## config.mk

```make
export PLATFORM = sky130hd
export DESIGN_NAME = sprite_scroll_frame_interpolator_unit
export DESIGN_NICKNAME = d
export VERILOG_FILES = /design/src/ssfi_pkg.sv /design/src/ssfi_gate.sv /design/src/ssfi_blend.sv /design/src/sprite_scroll_frame_interpolator_unit.sv
export SDC_FILE = /design/constraint.sdc
export NUM_CORES = 1
export LEC_CHECK = 0
export BUFFER_PORTS_ARGS = -buffer_cell sky130_fd_sc_hd__buf_2
export CAP_MARGIN = 40
export CORE_UTILIZATION = 40
export DETAILED_ROUTE_END_ITERATION = 16
export GPL_ROUTABILITY_DRIVEN = 0
export HOLD_SLACK_MARGIN = 0.15
export SYNTH_ARGS = -nofsm -noshare
export SYNTH_HDL_FRONTEND = slang
export SYNTH_SLANG_ARGS = --single-unit
```

## constraint.sdc

```tcl
create_clock -name i_clk -period 23 [get_ports i_clk]
set_input_delay 4.6 -clock i_clk [delete_from_list [all_inputs] [get_ports i_clk]]
set_output_delay 4.6 -clock i_clk [all_outputs]
set_load 0.01 [all_outputs]
```

## src/ssfi_pkg.sv

```systemverilog
package ssfi_pkg;

    localparam int unsigned CFG_IDX_W = 1;
    localparam int unsigned CFG_DATA_W = 8;

    localparam logic [CFG_IDX_W-1:0] CFG_JUMP_THRESHOLD = 1'd0;
    localparam logic [CFG_IDX_W-1:0] CFG_EXTRAPOLATE_ON = 1'd1;

    localparam logic [7:0] JUMP_RESET = 8'd16;
    localparam logic [7:0] OFFSCREEN_X = 8'd168;
    localparam logic [7:0] OFFSCREEN_Y = 8'd160;

    localparam logic signed [9:0] WRAP_HALF = 10'sd128;
    localparam logic signed [9:0] WRAP_FULL = 10'sd256;

    localparam logic [9:0] ONE_Q8 = 10'd256;
    localparam logic signed [20:0] ROUND_HALF = 21'sd128;

    localparam logic CMD_SPRITE = 1'b0;
    localparam logic CMD_SCROLL = 1'b1;

    typedef struct packed {
        logic       command;
        logic       prev_valid;
        logic [8:0] alpha;
        logic [7:0] prev_x;
        logic [7:0] prev_y;
        logic [7:0] prev_tile;
        logic [7:0] prev_attr;
        logic [7:0] cur_x;
        logic [7:0] cur_y;
        logic [7:0] cur_tile;
        logic [7:0] cur_attr;
    } t_in;

    typedef struct packed {
        logic [7:0] out_x;
        logic [7:0] out_y;
        logic [7:0] out_tile;
        logic [7:0] out_attr;
    } t_out;

    typedef struct packed {
        logic              interp;
        logic signed [9:0] dx;
        logic signed [9:0] dy;
    } t_gate;

endpackage

```

## src/ssfi_gate.sv

```systemverilog
module ssfi_gate (
    input  ssfi_pkg::t_in   i_item,
    input  logic [7:0]      i_thr,
    output ssfi_pkg::t_gate o_gate
);

    logic signed [9:0] dx_raw;
    logic signed [9:0] dy_raw;
    logic signed [9:0] dx_wrap;
    logic signed [9:0] dy_wrap;
    logic signed [9:0] dx_neg;
    logic signed [9:0] dy_neg;
    logic [7:0]        dx_abs;
    logic [7:0]        dy_abs;
    logic              prev_off;
    logic              cur_off;
    logic              same_look;
    logic              sprite_ok;

    assign dx_raw = signed'({2'b00, i_item.cur_x}) - signed'({2'b00, i_item.prev_x});
    assign dy_raw = signed'({2'b00, i_item.cur_y}) - signed'({2'b00, i_item.prev_y});

    // fold scroll deltas into -128..128, the short way around the wrap
    always_comb begin
        dx_wrap = dx_raw;
        if (dx_raw > ssfi_pkg::WRAP_HALF) begin
            dx_wrap = dx_raw - ssfi_pkg::WRAP_FULL;
        end else if (dx_raw < -ssfi_pkg::WRAP_HALF) begin
            dx_wrap = dx_raw + ssfi_pkg::WRAP_FULL;
        end
        dy_wrap = dy_raw;
        if (dy_raw > ssfi_pkg::WRAP_HALF) begin
            dy_wrap = dy_raw - ssfi_pkg::WRAP_FULL;
        end else if (dy_raw < -ssfi_pkg::WRAP_HALF) begin
            dy_wrap = dy_raw + ssfi_pkg::WRAP_FULL;
        end
    end

    assign dx_neg = -dx_raw;
    assign dy_neg = -dy_raw;
    assign dx_abs = dx_raw[9] ? dx_neg[7:0] : dx_raw[7:0];
    assign dy_abs = dy_raw[9] ? dy_neg[7:0] : dy_raw[7:0];

    assign prev_off = (i_item.prev_y == 8'd0) || (i_item.prev_y >= ssfi_pkg::OFFSCREEN_Y)
                   || (i_item.prev_x == 8'd0) || (i_item.prev_x >= ssfi_pkg::OFFSCREEN_X);
    assign cur_off  = (i_item.cur_y == 8'd0) || (i_item.cur_y >= ssfi_pkg::OFFSCREEN_Y)
                   || (i_item.cur_x == 8'd0) || (i_item.cur_x >= ssfi_pkg::OFFSCREEN_X);

    assign same_look = (i_item.prev_tile == i_item.cur_tile)
                    && (i_item.prev_attr == i_item.cur_attr);
    assign sprite_ok = same_look && !prev_off && !cur_off
                    && (dx_abs <= i_thr) && (dy_abs <= i_thr);

    always_comb begin
        if (i_item.command == ssfi_pkg::CMD_SCROLL) begin
            o_gate.interp = i_item.prev_valid;
            o_gate.dx     = dx_wrap;
            o_gate.dy     = dy_wrap;
        end else begin
            o_gate.interp = i_item.prev_valid && sprite_ok;
            o_gate.dx     = dx_raw;
            o_gate.dy     = dy_raw;
        end
    end

endmodule

```

## src/ssfi_blend.sv

```systemverilog
module ssfi_blend (
    input  logic [7:0]        i_base,
    input  logic signed [9:0] i_delta,
    input  logic [9:0]        i_t,
    output logic [7:0]        o_val
);

    logic signed [20:0] prod;
    logic signed [20:0] rounded;

    // base*256 only lands in the upper byte, so add it after the shift
    assign prod    = 21'(i_delta) * 21'(signed'({1'b0, i_t}));
    assign rounded = prod + ssfi_pkg::ROUND_HALF;
    assign o_val   = i_base + rounded[15:8];

endmodule

```

## src/sprite_scroll_frame_interpolator_unit.sv

```systemverilog
// Sprite/scroll frame interpolator. One transaction per clock: an item is
// taken on every edge where start is high and busy is low (busy is high only
// while reset is held); it passes the input register, then the blend stage
// and the result register, and appears on o_out with o_done high for exactly
// one cycle. The receiver cannot stall, so o_out is valid only in the o_done
// cycle; capture it there. While busy is low, items stream back to back with
// a sustained rate of one per cycle (one 10x10 signed multiply per axis in
// the single blend stage between the two registers). Write configuration
// only while no transaction is in flight: index 0 is the jump threshold
// (reset 16), index 1 enables extrapolation (t = 1 + alpha).
module sprite_scroll_frame_interpolator_unit (
    input  logic                                i_clk,
    input  logic                                i_rst_n,
    input  logic                                start,
    output logic                                busy,
    input  ssfi_pkg::t_in                       i_in,
    output logic                                o_done,
    output ssfi_pkg::t_out                      o_out,
    input  logic                                i_cfg_we,
    input  logic [ssfi_pkg::CFG_IDX_W-1:0]      i_cfg_idx,
    input  logic [ssfi_pkg::CFG_DATA_W-1:0]     i_cfg_data
);

    ssfi_pkg::t_in   r_in;
    logic            r_in_vld;
    logic [7:0]      r_thr;
    logic            r_ext;
    ssfi_pkg::t_out  r_out;
    logic            r_out_vld;

    ssfi_pkg::t_out  n_out;
    ssfi_pkg::t_gate gate;
    logic [9:0]      t_fac;
    logic [7:0]      blend_x;
    logic [7:0]      blend_y;
    logic            accept;

    assign busy   = !i_rst_n;
    assign accept = start && !busy;

    // configuration registers
    always_ff @(posedge i_clk) begin
        if (!i_rst_n) begin
            r_thr <= ssfi_pkg::JUMP_RESET;
            r_ext <= 1'b0;
        end else if (i_cfg_we) begin
            case (i_cfg_idx)
                ssfi_pkg::CFG_JUMP_THRESHOLD: r_thr <= i_cfg_data[7:0];
                ssfi_pkg::CFG_EXTRAPOLATE_ON: r_ext <= i_cfg_data[0];
                default: ;
            endcase
        end
    end

    // input register: capture every accepted transaction
    always_ff @(posedge i_clk) begin
        if (!i_rst_n) begin
            r_in_vld <= 1'b0;
        end else begin
            r_in_vld <= accept;
        end
    end

    always_ff @(posedge i_clk) begin
        if (accept) begin
            r_in <= i_in;
        end
    end

    // blend factor in Q2.8: alpha, or one plus alpha when extrapolating
    assign t_fac = 10'(r_in.alpha) + (r_ext ? ssfi_pkg::ONE_Q8 : 10'd0);

    ssfi_gate u_gate (
        .i_item (r_in),
        .i_thr  (r_thr),
        .o_gate (gate)
    );

    ssfi_blend u_blend_x (
        .i_base  (r_in.prev_x),
        .i_delta (gate.dx),
        .i_t     (t_fac),
        .o_val   (blend_x)
    );

    ssfi_blend u_blend_y (
        .i_base  (r_in.prev_y),
        .i_delta (gate.dy),
        .i_t     (t_fac),
        .o_val   (blend_y)
    );

    // pick blended or current position; scroll drops tile and attribute
    always_comb begin
        n_out.out_x = gate.interp ? blend_x : r_in.cur_x;
        n_out.out_y = gate.interp ? blend_y : r_in.cur_y;
        if (r_in.command == ssfi_pkg::CMD_SCROLL) begin
            n_out.out_tile = 8'd0;
            n_out.out_attr = 8'd0;
        end else begin
            n_out.out_tile = r_in.cur_tile;
            n_out.out_attr = r_in.cur_attr;
        end
    end

    // result register: one-cycle strobe, no hold
    always_ff @(posedge i_clk) begin
        if (!i_rst_n) begin
            r_out_vld <= 1'b0;
        end else begin
            r_out_vld <= r_in_vld;
        end
    end

    always_ff @(posedge i_clk) begin
        if (r_in_vld) begin
            r_out <= n_out;
        end
    end

    assign o_done = r_out_vld;
    assign o_out  = r_out;

    // every result traces back to an accepted transaction, through the input and result registers
    a_done_follows_accept: assert property (@(posedge i_clk) disable iff (!i_rst_n)
        o_done |-> $past(accept, 2))
        else $error("result strobe without a matching transaction");

    // scroll results carry no tile or attribute
    a_scroll_zero_tile: assert property (@(posedge i_clk) disable iff (!i_rst_n)
        (o_done && $past(i_in.command, 2) == ssfi_pkg::CMD_SCROLL)
            |-> (o_out.out_tile == 8'd0 && o_out.out_attr == 8'd0))
        else $error("scroll result with nonzero tile or attribute");

    // without a previous frame the current position passes through
    a_no_prev_passthru: assert property (@(posedge i_clk) disable iff (!i_rst_n)
        (o_done && !$past(i_in.prev_valid, 2))
            |-> (o_out.out_x == $past(i_in.cur_x, 2) && o_out.out_y == $past(i_in.cur_y, 2)))
        else $error("position changed with no previous frame");

    // sprite results pass the current tile through
    a_sprite_tile: assert property (@(posedge i_clk) disable iff (!i_rst_n)
        (o_done && $past(i_in.command, 2) == ssfi_pkg::CMD_SPRITE)
            |-> (o_out.out_tile == $past(i_in.cur_tile, 2)))
        else $error("sprite tile not passed through");

endmodule

```

==> impl_metrics.py <==
metrics = {
    "worst_setup_path": {
        "worst_ep_arrival_time_ns": 5.17,
        "required_ns": 18.40,
        "critPathLaunchType": "primary input",
        "endpoint_kind": "primary output",
        "worstPathCellList": "buf_2, clkinv_1, buf_2",
        "slowest_stage": "buf_2",
        "slowest_delay_ns": 0.23,
        "cp_common_cell": "buf_2",
        "worstSetupPathType": "in2out",
        "cp_top_family": "buffers and inverters",
        "worst-path-buf-inv": 3,
        "critPathMaxFanout": 9,
    },
    "timing": {
        "period_share_pct": 42.5,
        "fin_crit_ns": 9.77,
        "worst_pin_slew_ns": 0.828,
        "timing.slew.headroom_pct": 44.8,
        "setup_tns_ns": 0,
        "timing.hold.ws_ns": 0.454,
        "grt_setup_unrepaired": "false",
        "fin_worst_skew_ns": 0.00765,
        "slew_violations": 0,
        "hold_viol": 0,
        "setup_slack_ns": 13.23,
        "fmax_ghz": 0.102,
        "setup_violations": 0,
    },
    "cts": {
        "cts_root_buf": "clkbuf_16",
        "hold_buffers": 0,
        "cts_max_path_buffers": 2,
        "cts_resized": 0,
        "htreeDepth": 4,
        "clk_pin_slew_worst_paths_ns": 0.05,
        "clk_latency_ns": 0.43,
        "cts_tree": "yes",
        "cts_num_sinks": 118,
        "cts_setup_buffers": 0,
        "cts_buffers": 17,
    },
    "die": {
        "io-pin-count": 122,
        "die_x_um": 176,
        "fp-row-count": 63,
        "coreArea_mm2": 0.0296,
        "start_util_pct": 40.7,
        "die_area_mm2": 0.0308,
        "die_y_um": 176,
    },
    "yosys": {
        "synth_edf_count": 107,
        "syn_nets": 1510,
        "synth_seq_cells": 118,
        "synthMuxAreaShare_pct": 1.85,
        "syn_avg_cell_area_um2": 10.3,
        "synth_compound_area_share_pct": 6.86,
        "synth_ff_type": "edfxtp_1",
        "synthCells": 1171,
        "yosysSeqAreaShare_pct": 28.5,
        "synth-adder-area-share_pct": 33.7,
        "synth-xor-area-share_pct": 5.92,
        "ys_warn_count": 0,
        "synth-simple-area-share_pct": 15.6,
        "synth_top_family_by_area": "adder cells",
        "synth.distinct_cells": 62,
        "synth_area_mm2": 0.0120,
        "async_reset_ff_share_pct": 0,
    },
    "global_route": {
        "grt_use_total_pct": 18.4,
        "grt_pass1_vias": 8715,
        "overflow": 0,
        "antenna_found_initial": 0,
        "grt_pass1_wl_um": 43900,
        "grt_start_max_net_pins": 46,
    },
    "routing": {
        "ant_nets": 0,
        "totalWireLength_um": 26500,
        "dr.pass1.iters": 5,
        "num_vias": 8412,
        "via_per_inst": 4.97,
        "drc_errors": 0,
        "detail_route.wl_per_cell_um": 15.7,
        "drt-initial-drc-count": 439,
    },
    "finish": {
        "layout.nets": 1628,
        "sequential_cell_area_mm2": 0.00343,
        "area_delta_synth_final_pct": 13.4,
        "multiInputGateArea_mm2": 0.00770,
        "n_fill_cell": 2878,
        "n_antenna_cell": 0,
        "final_layout_size_suffix_gt1_share_pct": 16.1,
        "final_area_mm2": 0.0137,
    },
    "place": {
        "dp_hpwl_um": 20500,
        "dpl_worst_slack_ns": 13.24,
        "place_area_mm2": 0.0131,
        "portBuffers": 121,
    },
    "run": {
        "maxCapViolations": 0,
    },
    "status": {
        "status": "finished clean",
    },
    "worst_hold_path": {
        "hold_path_class": "reg2reg",
    },
}
-- layer usage --
layer,GRT usage (%),wire length [um],vias to the layer above
met4,5.40,338,0
met2,30.9,12600,167
met5,0,0,-
met3,3.27,1120,24
met1,24.3,12400,4140
li1,-,-,4081
-- placed cells by master, fill, tap and decap left out, drive strengths merged, types with 31 or more instances in the layout --
cell / count
buf: 135
inv: 204
and3: 31
xnor2: 44
edfxtp: 107
nand2: 111
nor2: 53
fa: 122
ha: 129
xor2: 32
and2: 53
nor2b: 39
-- kinds of logic (layout without fill, tap and decap cells) --
kind of cell / Yosys count / in the layout
and+or+nand+nor: 363 / 363
muxes: 20 / 20
AOI/OAI and AO/OA: 102 / 102
adders and majority gates: 251 / 251
buffers and inverters: 239 / 370
xor gates and xnor gates: 78 / 78
DFF: 118 / 118
-- area by class of cell --
cell class / count / area share [%]
tap: 390 / 3.57
multi-input combinational: 814 / 56.3
inverter: 203 / 5.57
timing repair buffer: 135 / 5.32
clock buffer: 17 / 3.11
sequential: 118 / 25.1
clock inverter: 15 / 0.961
-- synth_stat cells (3+ instances only) --
master	n	area (um2)
a2111oi_0	3	26.3
a21o_1	17	128
a21oi_1	22	110
a31oi_1	3	18.8
and2_1	51	319
and3_1	31	194
buf_6	3	33.8
clkbuf_1	31	116
dfxtp_1	11	220
edfxtp_1	107	3210
fa_1	122	2440
ha_1	129	1610
inv_1	200	751
mux2_2	18	203
nand2_1	111	417
nand2b_1	11	68.8
nand3_1	13	65.1
nand3b_1	4	30.0
nand4_1	6	37.5
nand4b_1	4	35.0
nor2_1	53	199
nor2b_1	39	244
nor3_1	10	50.1
nor4_1	10	62.6
o21a_1	3	22.5
o21ai_0	14	70.1
o21bai_1	3	22.5
o41ai_1	6	52.6
or2_2	6	37.5
xnor2_1	44	385
xor2_1	32	280
-- tightest hold or removal path, delay by kind of cell, from the launching register on --
family	cells	cell delay [ns]
flip-flops	1	0.31
AND/OR/NAND/NOR	1	0.05
AO/OA/AOI/OAI	1	0.05
-- worst paths after layout --
kind / from / to / slack (ns) / cells after the start
max: i_rst_n / busy / 13.23 / 3
min: r_thr[3]$_SDFFE_PN0P_ / r_thr[3]$_SDFFE_PN0P_ / 0.45 / 2
max reg2reg: r_in[16]$_DFFE_PP_ / o_out[23]$_DFFE_PP_ / 13.65 / 34
min reg2reg: r_thr[3]$_SDFFE_PN0P_ / r_thr[3]$_SDFFE_PN0P_ / 0.45 / 2
-- per-stage QoR --
stage          cells  util [%]
6_report        1692      46.1
3_3_place_gp    1657      44.1
5_1_grt         1692      46.1
4_1_cts         1692      46.1
2_1_floorplan   1171         -
3_5_place_dp    1660      44.2
-- registers in the layout, summed over array words and instances (netlist names) --
name / flops
r_in: 75
o_done: 1
r_thr: 8
o_out: 32
r_in_vld: 1
r_ext: 1
Power is left out: the tool's default activity adds up to more than one toggle a clock period on the data nets, which glitch-free logic cannot reach.
